File: src/sv/matrix_keypad_scanner_defines.svh
// assertion macros shared by the keypad scanner rtl
`ifndef MATRIX_KEYPAD_SCANNER_DEFINES_SVH
`define MATRIX_KEYPAD_SCANNER_DEFINES_SVH

// same-cycle implication, checked outside reset
`define KPS_ASSERT_IMP(label, clk, rst_n, ante, cons) \
    label: assert property (@(posedge clk) disable iff (!rst_n) (ante) |-> (cons)) \
        else $error("keypad scanner check failed");

// next-cycle implication, checked outside reset
`define KPS_ASSERT_NXT(label, clk, rst_n, ante, cons) \
    label: assert property (@(posedge clk) disable iff (!rst_n) (ante) |=> (cons)) \
        else $error("keypad scanner check failed");

`endif

File: src/sv/kps_pkg.sv
// shared types, codes and key table of the keypad scanner
package kps_pkg;

    localparam int COL_W      = 4;
    localparam int ROW_W      = 4;
    localparam int STATUS_W   = 3;
    localparam int KEY_W      = 8;
    localparam int TIMEOUT_W  = 32;
    localparam int DEBOUNCE_W = 8;
    localparam int CFG_DATA_W = 32;
    localparam int CFG_IDX_W  = 1;

    // configuration register indexes
    localparam logic [CFG_IDX_W-1:0] CFG_TIMEOUT_LIMIT  = 1'd0;
    localparam logic [CFG_IDX_W-1:0] CFG_DEBOUNCE_TICKS = 1'd1;

    // configuration reset values
    localparam logic [TIMEOUT_W-1:0]  TIMEOUT_NO_LIMIT  = 32'hFFFF_FFFF;
    localparam logic [DEBOUNCE_W-1:0] DEBOUNCE_DEFAULT = 8'd20;

    // status codes
    localparam logic [STATUS_W-1:0] ST_BUSY      = 3'd0;
    localparam logic [STATUS_W-1:0] ST_KEY_READY = 3'd1;
    localparam logic [STATUS_W-1:0] ST_TIMEOUT   = 3'd2;
    localparam logic [STATUS_W-1:0] ST_ABORT     = 3'd3;
    localparam logic [STATUS_W-1:0] ST_FALSE_TRG = 3'd4;

    localparam logic [COL_W-1:0] COLS_IDLE = 4'hF;

    typedef struct packed {
        logic [COL_W-1:0] col_pins;
        logic             rtc_event;
    } in_item_t;

    typedef struct packed {
        logic [ROW_W-1:0]    row_drive;
        logic [STATUS_W-1:0] status;
        logic [KEY_W-1:0]    key_code;
    } result_t;

    // lowest column pulled low, zero when none is
    function automatic logic [1:0] lowest_low_col(input logic [COL_W-1:0] cols);
        logic [1:0] idx;
        idx = 2'd0;
        if (!cols[0])
            idx = 2'd0;
        else if (!cols[1])
            idx = 2'd1;
        else if (!cols[2])
            idx = 2'd2;
        else if (!cols[3])
            idx = 2'd3;
        return idx;
    endfunction

    // key legend, row major
    function automatic logic [KEY_W-1:0] key_ascii(input logic [3:0] idx);
        logic [KEY_W-1:0] code;
        unique case (idx)
            4'd0:    code = "1";
            4'd1:    code = "2";
            4'd2:    code = "3";
            4'd3:    code = "A";
            4'd4:    code = "4";
            4'd5:    code = "5";
            4'd6:    code = "6";
            4'd7:    code = "B";
            4'd8:    code = "7";
            4'd9:    code = "8";
            4'd10:   code = "9";
            4'd11:   code = "C";
            4'd12:   code = "*";
            4'd13:   code = "0";
            4'd14:   code = "#";
            default: code = "D";
        endcase
        return code;
    endfunction

endpackage

File: src/sv/kps_if.sv
// valid/ready channel interfaces of the keypad scanner
interface kps_in_if;
    import kps_pkg::*;

    logic             valid;
    logic             ready;
    logic [COL_W-1:0] col_pins;
    logic             rtc_event;

    modport source (output valid, output col_pins, output rtc_event, input ready);
    modport sink   (input valid, input col_pins, input rtc_event, output ready);
endinterface

interface kps_out_if;
    import kps_pkg::*;

    logic                valid;
    logic                ready;
    logic [ROW_W-1:0]    row_drive;
    logic [STATUS_W-1:0] status;
    logic [KEY_W-1:0]    key_code;

    modport source (output valid, output row_drive, output status, output key_code,
                    input ready);
    modport sink   (input valid, input row_drive, input status, input key_code,
                    output ready);
endinterface

File: src/sv/matrix_keypad_scanner.sv
// keypad scanner top level: input register, step logic and result register
//
//   channel  dir  payload                        handshake
//   in_ch    in   col_pins, rtc_event            valid/ready
//   out_ch   out  row_drive, status, key_code    valid/ready
//   cfg      in   cfg_index, cfg_data            cfg_we, no wait
//
// one tick in, one result out; a tick enters the input register, the step
// logic runs on it once the result register is free and loads the result register
// throughput is one tick per cycle while out_ch takes results
// a stalled result holds the input register; in_ch.ready then drops
// rst_n clears both valid flags and the scan state and resets the configuration to its defaults
`include "matrix_keypad_scanner_defines.svh"

module matrix_keypad_scanner (
    input  logic                           clk,
    input  logic                           rst_n,
    kps_in_if.sink                         in_ch,
    kps_out_if.source                      out_ch,
    input  logic                           cfg_we,
    input  logic [kps_pkg::CFG_IDX_W-1:0]  cfg_index,
    input  logic [kps_pkg::CFG_DATA_W-1:0] cfg_data
);
    import kps_pkg::*;

    logic     s1_valid_reg, s1_valid_next;
    in_item_t s1_item_reg;
    logic     out_valid_reg, out_valid_next;
    result_t  out_item_reg;
    result_t  step_result;
    in_item_t in_item;
    logic     in_fire;
    logic     s1_fire;

    // handshake control
    assign s1_fire     = s1_valid_reg && (!out_valid_reg || out_ch.ready);
    assign in_ch.ready = !s1_valid_reg || s1_fire;
    assign in_fire     = in_ch.valid && in_ch.ready;

    assign in_item.col_pins  = in_ch.col_pins;
    assign in_item.rtc_event = in_ch.rtc_event;

    always_comb
    begin
        s1_valid_next = s1_valid_reg;
        if (in_fire)
            s1_valid_next = 1'b1;
        else if (s1_fire)
            s1_valid_next = 1'b0;

        out_valid_next = out_valid_reg;
        if (s1_fire)
            out_valid_next = 1'b1;
        else if (out_ch.ready)
            out_valid_next = 1'b0;
    end

    always_ff @(posedge clk or negedge rst_n)
    begin
        if (!rst_n)
        begin
            s1_valid_reg  <= 1'b0;
            out_valid_reg <= 1'b0;
        end
        else
        begin
            s1_valid_reg  <= s1_valid_next;
            out_valid_reg <= out_valid_next;
        end
    end

    // payload registers
    always_ff @(posedge clk)
    begin
        if (in_fire)
            s1_item_reg <= in_item;
        if (s1_fire)
            out_item_reg <= step_result;
    end

    // scan state machine
    kps_core u_core (
        .clk       (clk),
        .rst_n     (rst_n),
        .cfg_we    (cfg_we),
        .cfg_index (cfg_index),
        .cfg_data  (cfg_data),
        .step_en   (s1_fire),
        .item      (s1_item_reg),
        .result    (step_result)
    );

    // result channel
    assign out_ch.valid     = out_valid_reg;
    assign out_ch.row_drive = out_item_reg.row_drive;
    assign out_ch.status    = out_item_reg.status;
    assign out_ch.key_code  = out_item_reg.key_code;

    // checks
    `KPS_ASSERT_NXT(a_stalled_tick_kept, clk, rst_n, s1_valid_reg && !s1_fire, s1_valid_reg)
    `KPS_ASSERT_IMP(a_key_only_when_ready, clk, rst_n, out_valid_reg && out_ch.key_code != 8'd0,
                    out_ch.status == ST_KEY_READY)
    `KPS_ASSERT_IMP(a_ready_has_key, clk, rst_n, out_valid_reg && out_ch.status == ST_KEY_READY,
                    out_ch.key_code != 8'd0)
    `KPS_ASSERT_IMP(a_outcome_grounds_rows, clk, rst_n, out_valid_reg && out_ch.status != ST_BUSY,
                    out_ch.row_drive == 4'h0)
    `KPS_ASSERT_IMP(a_single_row_scanned, clk, rst_n, out_valid_reg && out_ch.row_drive != 4'h0,
                    $countones(~out_ch.row_drive) == 1)

endmodule

File: src/sv/kps_core.sv
// scanner state machine, configuration registers and per-tick step logic
module kps_core (
    input  logic                              clk,
    input  logic                              rst_n,
    input  logic                              cfg_we,
    input  logic [kps_pkg::CFG_IDX_W-1:0]     cfg_index,
    input  logic [kps_pkg::CFG_DATA_W-1:0]    cfg_data,
    input  logic                              step_en,
    input  kps_pkg::in_item_t                 item,
    output kps_pkg::result_t                  result
);
    import kps_pkg::*;

    localparam logic [2:0] PH_WAIT_PRESS = 3'd0;
    localparam logic [2:0] PH_DEB_PRESS  = 3'd1;
    localparam logic [2:0] PH_SCAN       = 3'd2;
    localparam logic [2:0] PH_WAIT_REL   = 3'd3;
    localparam logic [2:0] PH_DEB_REL    = 3'd4;

    logic [TIMEOUT_W-1:0]  timeout_limit_reg;
    logic [DEBOUNCE_W-1:0] debounce_ticks_reg;

    logic [2:0]            phase_reg, phase_next;
    logic [TIMEOUT_W-1:0]  wait_count_reg, wait_count_next;
    logic [DEBOUNCE_W-1:0] deb_count_reg, deb_count_next;
    logic [1:0]            row_reg, row_next;
    logic [3:0]            key_reg, key_next;

    logic                  pressed;
    logic [DEBOUNCE_W-1:0] deb_inc;
    logic                  deb_done;
    logic [TIMEOUT_W-1:0]  wait_inc;
    logic [2:0]            row_inc;

    // configuration registers
    always_ff @(posedge clk or negedge rst_n)
    begin
        if (!rst_n)
        begin
            timeout_limit_reg  <= TIMEOUT_NO_LIMIT;
            debounce_ticks_reg <= DEBOUNCE_DEFAULT;
        end
        else if (cfg_we)
        begin
            unique case (cfg_index)
                CFG_TIMEOUT_LIMIT:  timeout_limit_reg  <= cfg_data[TIMEOUT_W-1:0];
                CFG_DEBOUNCE_TICKS: debounce_ticks_reg <= cfg_data[DEBOUNCE_W-1:0];
                default:            ;
            endcase
        end
    end

    // shared arithmetic
    assign pressed  = (item.col_pins != COLS_IDLE);
    assign deb_inc  = deb_count_reg + 8'd1;
    assign deb_done = (deb_inc >= debounce_ticks_reg);
    assign wait_inc = wait_count_reg + 32'd1;
    assign row_inc  = {1'b0, row_reg} + 3'd1;

    // one tick of the scanner
    always_comb
    begin
        phase_next      = phase_reg;
        wait_count_next = wait_count_reg;
        deb_count_next  = deb_count_reg;
        row_next        = row_reg;
        key_next        = key_reg;
        result.row_drive = '0;
        result.status    = ST_BUSY;
        result.key_code  = '0;

        unique case (phase_reg)
            PH_DEB_PRESS:
            begin
                deb_count_next = deb_inc;
                if (deb_done)
                begin
                    if (!pressed)
                    begin
                        result.status = ST_FALSE_TRG;
                        phase_next    = PH_WAIT_PRESS;
                    end
                    else
                    begin
                        row_next         = 2'd0;
                        result.row_drive = 4'hE;
                        phase_next       = PH_SCAN;
                    end
                end
            end
            PH_SCAN:
            begin
                if (pressed)
                begin
                    key_next   = {row_reg, lowest_low_col(item.col_pins)};
                    phase_next = PH_WAIT_REL;
                end
                else if (row_inc[2])
                begin
                    // no row answered
                    result.status = ST_FALSE_TRG;
                    row_next      = 2'd0;
                    phase_next    = PH_WAIT_PRESS;
                end
                else
                begin
                    row_next         = row_inc[1:0];
                    result.row_drive = ~(4'b0001 << row_inc[1:0]);
                end
            end
            PH_WAIT_REL:
            begin
                if (!pressed)
                begin
                    deb_count_next = '0;
                    phase_next     = PH_DEB_REL;
                end
            end
            PH_DEB_REL:
            begin
                deb_count_next = deb_inc;
                if (deb_done)
                begin
                    result.status   = ST_KEY_READY;
                    result.key_code = key_ascii(key_reg);
                    phase_next      = PH_WAIT_PRESS;
                end
            end
            default:
            begin
                // press wait, also taken for unused phase codes
                phase_next = PH_WAIT_PRESS;
                if (pressed)
                begin
                    wait_count_next = '0;
                    deb_count_next  = '0;
                    phase_next      = PH_DEB_PRESS;
                end
                else if (item.rtc_event)
                begin
                    wait_count_next = '0;
                    result.status   = ST_ABORT;
                end
                else if (timeout_limit_reg != TIMEOUT_NO_LIMIT)
                begin
                    if (wait_inc >= timeout_limit_reg)
                    begin
                        wait_count_next = '0;
                        result.status   = ST_TIMEOUT;
                    end
                    else
                    begin
                        wait_count_next = wait_inc;
                    end
                end
            end
        endcase
    end

    // state registers, advanced once per processed tick
    always_ff @(posedge clk or negedge rst_n)
    begin
        if (!rst_n)
        begin
            phase_reg      <= PH_WAIT_PRESS;
            wait_count_reg <= '0;
            deb_count_reg  <= '0;
            row_reg        <= '0;
            key_reg        <= '0;
        end
        else if (step_en)
        begin
            phase_reg      <= phase_next;
            wait_count_reg <= wait_count_next;
            deb_count_reg  <= deb_count_next;
            row_reg        <= row_next;
            key_reg        <= key_next;
        end
    end

endmodule
File: src/flat_wrapper.sv
// flat-port wrapper written by rule: the top's interface ports become plain ports
module matrix_keypad_scanner_flat import kps_pkg::*;
  (clk, rst_n, cfg_we, cfg_index, cfg_data, in_ch_valid, in_ch_col_pins, in_ch_rtc_event, in_ch_ready, out_ch_valid, out_ch_row_drive, out_ch_status, out_ch_key_code, out_ch_ready);
  kps_in_if in_ch_i ();
  kps_out_if out_ch_i ();
  input  logic clk;
  input  logic rst_n;
  input  logic cfg_we;
  input  logic [kps_pkg::CFG_IDX_W-1:0] cfg_index;
  input  logic [kps_pkg::CFG_DATA_W-1:0] cfg_data;
  input wire logic [$bits(in_ch_i.valid)-1:0] in_ch_valid;
  input wire logic [$bits(in_ch_i.col_pins)-1:0] in_ch_col_pins;
  input wire logic [$bits(in_ch_i.rtc_event)-1:0] in_ch_rtc_event;
  output wire logic [$bits(in_ch_i.ready)-1:0] in_ch_ready;
  output wire logic [$bits(out_ch_i.valid)-1:0] out_ch_valid;
  output wire logic [$bits(out_ch_i.row_drive)-1:0] out_ch_row_drive;
  output wire logic [$bits(out_ch_i.status)-1:0] out_ch_status;
  output wire logic [$bits(out_ch_i.key_code)-1:0] out_ch_key_code;
  input wire logic [$bits(out_ch_i.ready)-1:0] out_ch_ready;
  assign in_ch_i.valid = in_ch_valid;
  assign in_ch_i.col_pins = in_ch_col_pins;
  assign in_ch_i.rtc_event = in_ch_rtc_event;
  assign in_ch_ready = in_ch_i.ready;
  assign out_ch_valid = out_ch_i.valid;
  assign out_ch_row_drive = out_ch_i.row_drive;
  assign out_ch_status = out_ch_i.status;
  assign out_ch_key_code = out_ch_i.key_code;
  assign out_ch_i.ready = out_ch_ready;
  matrix_keypad_scanner u_core (.clk(clk), .rst_n(rst_n), .in_ch(in_ch_i), .out_ch(out_ch_i), .cfg_we(cfg_we), .cfg_index(cfg_index), .cfg_data(cfg_data));
endmodule
File: config.mk
export PLATFORM = sky130hd
export DESIGN_NAME = matrix_keypad_scanner_flat
export DESIGN_NICKNAME = d
export VERILOG_FILES = /design/src/sv/kps_pkg.sv /design/src/sv/kps_if.sv /design/src/sv/matrix_keypad_scanner.sv /design/src/sv/kps_core.sv /design/src/flat_wrapper.sv
export VERILOG_INCLUDE_DIRS = /design/src /design/src/sv
export SDC_FILE = /design/constraint.sdc
export NUM_CORES = 1
export LEC_CHECK = 0
export BUFFER_PORTS_ARGS = -buffer_cell sky130_fd_sc_hd__buf_2
export CORE_MARGIN = 3
export CORE_UTILIZATION = 48
export DETAILED_ROUTE_END_ITERATION = 16
export PLACE_DENSITY = 0.72
export REMOVE_ABC_BUFFERS = 1
export SETUP_SLACK_MARGIN = 0.15
export SYNTH_ARGS = -nofsm -noshare
export SYNTH_HDL_FRONTEND = slang
export SYNTH_SLANG_ARGS = --single-unit
File: constraint.sdc
create_clock -name clk -period 4.7 [get_ports clk]
set_input_delay 0.235 -clock clk [delete_from_list [all_inputs] [get_ports clk]]
set_output_delay 0.235 -clock clk [all_outputs]
set_load 0.02 [all_outputs]
==> results of run 1 <==
-- cell usage in the layout, fill, tap and decap left out, types with 5 or more instances in the layout --
cell type	instances
sky130_fd_sc_hd__a21o_1	7
sky130_fd_sc_hd__a21oi_1	30
sky130_fd_sc_hd__a22o_1	24
sky130_fd_sc_hd__and2_1	5
sky130_fd_sc_hd__and3_1	12
sky130_fd_sc_hd__buf_2	57
sky130_fd_sc_hd__buf_4	7
sky130_fd_sc_hd__clkbuf_16	9
sky130_fd_sc_hd__dfrtp_1	57
sky130_fd_sc_hd__dfstp_2	34
sky130_fd_sc_hd__edfxtp_1	19
sky130_fd_sc_hd__ha_1	51
sky130_fd_sc_hd__inv_1	47
sky130_fd_sc_hd__mux2_2	11
sky130_fd_sc_hd__nand2_1	90
sky130_fd_sc_hd__nand2b_1	11
sky130_fd_sc_hd__nand3_1	23
sky130_fd_sc_hd__nand4_1	21
sky130_fd_sc_hd__nor2_1	19
sky130_fd_sc_hd__nor2b_1	7
sky130_fd_sc_hd__nor3_1	12
sky130_fd_sc_hd__o2111ai_1	6
sky130_fd_sc_hd__o21ai_0	52
sky130_fd_sc_hd__or2_2	8
sky130_fd_sc_hd__xnor2_1	24
sky130_fd_sc_hd__xor2_1	7
-- through the flow --
stage	cell area, sq um	hold WS (ns)	std cells	power, mW	util (%)
2_1_floorplan	6210	-0.0606	626	1.50	-
3_3_place_gp	6790	0.176	862	1.63	53.2
3_5_place_dp	6790	0.176	862	1.65	53.2
4_1_cts	7110	0.0387	879	2.45	55.7
5_1_grt	7110	0.0359	879	2.58	55.7
6_report	7110	0.0504	879	2.43	55.7
-- how the worst min path moves through the flow --
stage / from / to / slack (ns) / depth (start not counted)
2_1_floorplan: rst_n / u_core.out_ch.valid / -0.06 / 0
3_3_place_gp: rst_n / u_core.u_core.deb_count_reg[5] / 0.18 / 1
3_5_place_dp: rst_n / u_core.u_core.deb_count_reg[6] / 0.18 / 1
4_1_cts: in_ch_col_pins[1] / u_core.s1_item_reg[2] / 0.04 / 1
5_1_grt: in_ch_col_pins[1] / u_core.s1_item_reg[2] / 0.04 / 1
6_report: in_ch_col_pins[1] / u_core.s1_item_reg[2] / 0.05 / 1
-- cells by family (layout without fill, tap and decap cells) --
| logic type | after synthesis | after routing | synth area share, % |
|---|---|---|---|
| buf+inv | 73 | 129 | 4.78 |
| fa+ha+maj | 51 | 51 | 10.1 |
| xor+xnor | 31 | 31 | 4.29 |
| simple gates | 231 | 231 | 18.6 |
| mux | 13 | 13 | 2.27 |
| compound gates | 141 | 141 | 14.3 |
| flops | 110 | 110 | 45.6 |
| other cells | 1 | 1 | 0.0592 |
-- area by class of cell --
| cell class | instances | area (sq um) |
|---|---|---|
| timing repair buffer | 65 | 348 |
| clock inverter | 5 | 63.8 |
| tap | 172 | 215 |
| sequential | 110 | 2890 |
| clock buffer | 11 | 246 |
| multi-input combinational | 468 | 3170 |
| inverter | 48 | 180 |
| fill | 1125 | 5660 |
-- power breakdown --
group,total (mW),switching [mW],leakage (nW),internal (mW)
sequential,1.18,0.0884,1.30,1.09
clock,0.793,0.353,0.151,0.440
combinational,0.456,0.271,1.82,0.185
-- timing repair --
action,CTS,global route
resized for setup,0,1
endpoints found under the setup margin,0,24
endpoints found under the hold margin,21,0
hold buffers,1,0
-- routing by layer --
layer  up-vias  global-route usage, %
met4         0                   6.23
met3        22                   4.62
met2       116                   31.7
met5         -                      0
met1      2359                   24.9
li1       2414                      -
-- critical path: stages, from the launching register on --
cell and delay, ns:
sky130_fd_sc_hd__dfrtp_1 0.45, sky130_fd_sc_hd__and3_1 0.24, sky130_fd_sc_hd__nand3_1 0.30, sky130_fd_sc_hd__nor4_1 0.42, sky130_fd_sc_hd__buf_4 0.21, sky130_fd_sc_hd__and2b_1 0.19, sky130_fd_sc_hd__or2_2 0.30, sky130_fd_sc_hd__ha_1 0.31
sky130_fd_sc_hd__nand2_1 0.07, sky130_fd_sc_hd__or4_1 0.54, sky130_fd_sc_hd__a21oi_1 0.22, sky130_fd_sc_hd__nor3_1 0.09, sky130_fd_sc_hd__and3_2 0.39, sky130_fd_sc_hd__a22o_1 0.26
==> reports/metrics.cfg, run 1 <==
[outcome]
run_status=complete, no violations

[sta]
final_period_minus_worst_setup_slack_ns=4.10
tightestPinTransition_ns=0.787
final.setup_skew_ns=0.0151
setup_slack_after_layout_ns=0.603
report.final.slew_viol_count=0
setup_violations=0
hold_violations=0
rsz0062_at_grt=no
maxClockFrequency_mhz=244
timing.setup.tns_ns=0
final_min_period_over_clock_period_pct=87.2
timing.slew.headroom_pct=47.5

[global_route]
antenna_found_initial=0
grt_util_all_layers_pct=19.2
first_global_vias=4879
grt_start_max_net_pins=65
grt.overflow.total=0
wire_length_of_the_first_global_routing_pass_mm=22.7

[route]
topRoutingLayerUsed=met4
number_of_drc_markers_after_the_initial_detailed_route_iteration=376
detail_route.wl_per_cell_microns=15.2
detailroute.wirelength.met3_microns=639
final_antenna_net_count=0
detail_route.drc_violations=0
drtPass1Iterations=7
dr_total_vias=4911
met1Wirelength_mm=6.00
post_drt_via_cell_ratio=5.59
wl_mm=13.4
met2WireLength_mm=6.51

[setup_path]
critical_path.max_fanout=24
timing.critical_path.to_type=flip-flop
worstReg2RegStart=u_core.u_core.wait_count_reg[2]
worst_ep_required_ns=4.93
worstRegToRegCells=13
critPathLaunch=u_core.u_core.wait_count_reg[2]
arrival_ns=4.33
cp-start-kind=flip-flop
terminus_of_the_critical_flop_to_flop_path=u_core.u_core.wait_count_reg[1]
r2r_slack_ns=0.60
endpoint=u_core.u_core.wait_count_reg[1]
critPathKind=reg -> reg

[logic_synthesis]
number_of_distinct_library_cells_after_synthesis=55
synth-seq-cells=110
synthDominantCellAreaShare_pct=22.5
syn-instance-count=651
synth_flop_cell=sky130_fd_sc_hd__dfrtp_1
synthMostInstantiatedCell=sky130_fd_sc_hd__nand2_1
synth_common_cells=90 x sky130_fd_sc_hd__nand2_1, 57 x sky130_fd_sc_hd__dfrtp_1, 52 x sky130_fd_sc_hd__o21ai_0
synth-warning-count=0
synth_sequential_area_ratio_pct=45.6
synth_edf_count=19
netlist_top_cells_area=sky130_fd_sc_hd__dfrtp_1 23%, sky130_fd_sc_hd__dfstp_2 14%, sky130_fd_sc_hd__ha_1 10%
synth.avg_cell_area_sq_um=9.73
syn_area_sq_um=6330
synth_top_area_cell=sky130_fd_sc_hd__dfrtp_1
synth-async-reset-ratio_pct=82.7

[power]
total_leakage_power_nw=3.27
ir_worst_vdd_mv=0.214
powerDensity_nw_per_um2=342

[clocking]
tritoncts=yes
htree_levels=3
clk_path_buf_depth=2
clock-root-buffer=sky130_fd_sc_hd__clkbuf_16
numClockSinks=110
clock_pin_slew_on_the_worst_setup_and_hold_paths_ns=0.07
cts_setup_buffers=0
cts_inserted_buffers=9
clk_latency_ns=0.36

[floorplanning]
fp.coreArea_sq_um=12800
floorplan.die.height_microns=121
row_count=41
boundaryPins=60
die-area_sq_um=14600
initial_core_util_pct=49.6
die_x_microns=121

[finish]
design.final.nets=796
total_inserted_antenna_cells=0
drive_gt1_share_pct=19.9
syn_to_final_growth_pct=12.3

[min_path]
hold_class=in -> reg

[job]
timing.max_cap.violations=0

[place]
dpl.hpwl_mm=9.60
preCtsSetupSlack_ns=0.412
globalplace.congestion=0.851
io_buffers=58

(Power assumes the default switching activity.)
==> run 2: changes to the inputs <==
Settings changed: ABC_AREA from default to 1, PLACE_DENSITY 0.72 to 0.71.
==> reports/metrics.cfg, run 2 <==
[outcome]
run_status=complete, no violations

[setup_path]
worst_ep_required_ns=4.82
arrival_ns=3.62
worstRegToRegCells=17
cp-start-kind=flip-flop
critPathKind=reg -> reg
critical_path.max_fanout=31
timing.critical_path.to_type=flip-flop

[place]
globalplace.congestion=0.921
dpl_cell_area_sq_um=7330
dpl.hpwl_mm=11.2
post-place-cells=1147
io_buffers=58

[finish]
final_cell_area_sq_um=7630
final-seq-area_sq_um=2890
multiInputGateArea_sq_um=3410
highest_count_cells_in_the_layout_ignoring_fill_and_taps=283 x sky130_fd_sc_hd__nand2_1, 126 x sky130_fd_sc_hd__inv_1, 117 x sky130_fd_sc_hd__nor2_1, 57 x sky130_fd_sc_hd__buf_2, 57 x sky130_fd_sc_hd__dfrtp_1
design.final.nets=1073
layout.cells.most_common=sky130_fd_sc_hd__nand2_1
total_inserted_antenna_cells=0
nFillCells=1383
drive_gt1_share_pct=13.6
final-instance-count-excl-fill=1164
syn_to_final_growth_pct=10.5

[sta]
timing.slew.headroom_pct=28.7
rsz0062_at_grt=no
final_period_minus_worst_setup_slack_ns=3.50
maxClockFrequency_mhz=285
final_min_period_over_clock_period_pct=74.6
tightestPinTransition_ns=1.07
report.final.slew_viol_count=0
setup_violations=0
hold_violations=0
timing.setup.tns_ns=0
final.setup_skew_ns=0.00804

[route]
drtPass1Iterations=6
detail_route.drc_violations=0
dr_total_vias=5843
detail_route.wl_per_cell_microns=12.7
post_drt_via_cell_ratio=5.02
number_of_drc_markers_after_the_initial_detailed_route_iteration=384
final_antenna_net_count=0
wl_mm=14.8

[logic_synthesis]
synth_flop_cell=sky130_fd_sc_hd__dfrtp_1
synth_top_area_cell=sky130_fd_sc_hd__dfrtp_1
number_of_distinct_library_cells_after_synthesis=37
synth_sequential_area_ratio_pct=41.9
synth-async-reset-ratio_pct=82.7
synth-warning-count=0
synth-seq-cells=110
syn_area_sq_um=6900
netlist_top_cells_area=sky130_fd_sc_hd__dfrtp_1 21%, sky130_fd_sc_hd__nand2_1 15%, sky130_fd_sc_hd__dfstp_2 13%
synth_common_cells=284 x sky130_fd_sc_hd__nand2_1, 126 x sky130_fd_sc_hd__inv_1, 118 x sky130_fd_sc_hd__nor2_1
synth_edf_count=19
syn-instance-count=927
synth.avg_cell_area_sq_um=7.45
synthMostInstantiatedCell=sky130_fd_sc_hd__nand2_1
synthDominantCellAreaShare_pct=20.7

[global_route]
grt.overflow.total=0
grt_util_all_layers_pct=19.4
antenna_found_initial=0
grt_start_max_net_pins=65
first_global_vias=5646
wire_length_of_the_first_global_routing_pass_mm=25.5

[clocking]
cts-resized-gates=0
htree_levels=3
numClockSinks=110
cts_inserted_buffers=9
clk_path_buf_depth=2
clock_pin_slew_on_the_worst_setup_and_hold_paths_ns=0.08
tritoncts=yes
clk_latency_ns=0.36
clock-root-buffer=sky130_fd_sc_hd__clkbuf_16

[floorplanning]
fp.coreArea_sq_um=14000
die_x_microns=126
die-area_sq_um=15900
initial_core_util_pct=49.3
boundaryPins=60
floorplan.die.height_microns=126
row_count=43

[job]
timing.max_cap.violations=0

[power]
ir_worst_vdd_mv=0.240
total_leakage_power_nw=4.00
totalPowerFinal_mw=2.56
powerDensity_nw_per_um2=335

[min_path]
whs_path_depth=1
hold_class=in -> reg

-- run 2: cell count changes after synthesis, sizes merged, moves of 9 or more --
cell    change
a21oi       +9
a22o       -24
and3       -12
inv        +82
mux2       -11
nand2     +197
nand2b     -11
nand3      +10
nand4      +15
nor2      +108
xnor2      -15
-- run 2: stage by stage --
step                      hold slack (ns)  worst slack, ns  utilization (%)
after floorplan                   -0.0606             1.48                -
after global placement              0.262             1.25             52.4
after detailed placement            0.270             1.22             52.4
after CTS                          0.0325             1.18             54.5
after global routing               0.0302            0.757             54.5
final                              0.0470             1.20             54.5
-- run 2: cells by family (layout without fill, tap and decap cells) --
logic type / Yosys count / in the layout / share of synthesized area, %
fa+ha+maj: 51 / 51 / 9.25
buf+inv: 152 / 209 / 8.72
other cells: 1 / 1 / 0.0543
xor+xnor: 19 / 19 / 2.41
flops: 110 / 110 / 41.9
compound gates: 103 / 103 / 7.85
simple gates: 491 / 491 / 29.8
-- run 2: repair_timing --
action / CTS / global route
endpoints found under the hold margin: 26 / 0
hold buffers: 1 / 0
buffers inserted: 0 / 0
-- run 2: critical path: stages (launching register included) --
cell                       delay, ns
sky130_fd_sc_hd__dfrtp_1        0.45
sky130_fd_sc_hd__nand3_2        0.16
sky130_fd_sc_hd__nor2_2         0.26
sky130_fd_sc_hd__inv_1          0.09
sky130_fd_sc_hd__nor2_2         0.18
sky130_fd_sc_hd__xnor2_1        0.15
sky130_fd_sc_hd__clkinv_1       0.14
sky130_fd_sc_hd__ha_1           0.31
sky130_fd_sc_hd__nand2_1        0.06
sky130_fd_sc_hd__a21oi_1        0.05
sky130_fd_sc_hd__nor2_1         0.09
sky130_fd_sc_hd__nand2_1        0.06
sky130_fd_sc_hd__nor2_1         0.08
sky130_fd_sc_hd__nand2_1        0.09
sky130_fd_sc_hd__nand2_1        0.73
sky130_fd_sc_hd__nand2_1        0.19
sky130_fd_sc_hd__nand2_1        0.11
sky130_fd_sc_hd__nand2_1        0.05
-- run 2: report_power, final --
group,switching [mW],internal (mW),total (mW)
Sequential,0.0897,1.11,1.20
Clock,0.372,0.373,0.744
Combinational,0.416,0.201,0.617
Total,0.877,1.68,2.56
-- run 2: path summary, 6_finish.rpt --
path | startpoint | to | slack, ns
min in group asynchronous | rst_n | u_core.u_core.debounce_ticks_reg[6] | 0.41
setup reg to reg | u_core.u_core.wait_count_reg[0] | u_core.out_ch.status[1] | 1.20
max in group asynchronous | rst_n | u_core.u_core.wait_count_reg[22] | 3.24
hold / removal | in_ch_col_pins[3] | u_core.s1_item_reg[4] | 0.05
hold reg to reg | u_core.u_core.timeout_limit_reg[23] | u_core.u_core.timeout_limit_reg[23] | 0.49
setup / recovery | u_core.u_core.wait_count_reg[0] | u_core.out_ch.status[1] | 1.20
-- run 2: layout make-up --
cell class	count	share of cell area, %
clock buffer	10	3.00
clock inverter	6	0.705
inverter	132	6.51
multi-input combinational	665	44.8
sequential	110	37.9
tap	180	2.95
timing repair buffer	61	4.17
-- run 2: per-layer routing --
layer	vias up	global-route usage [%]	part of all wire, %
met2	107	33.8	49
met3	16	3.69	4.3
met4	0	5.74	1.6
li1	3042	-	-
met5	-	0	0
met1	2678	24.6	45
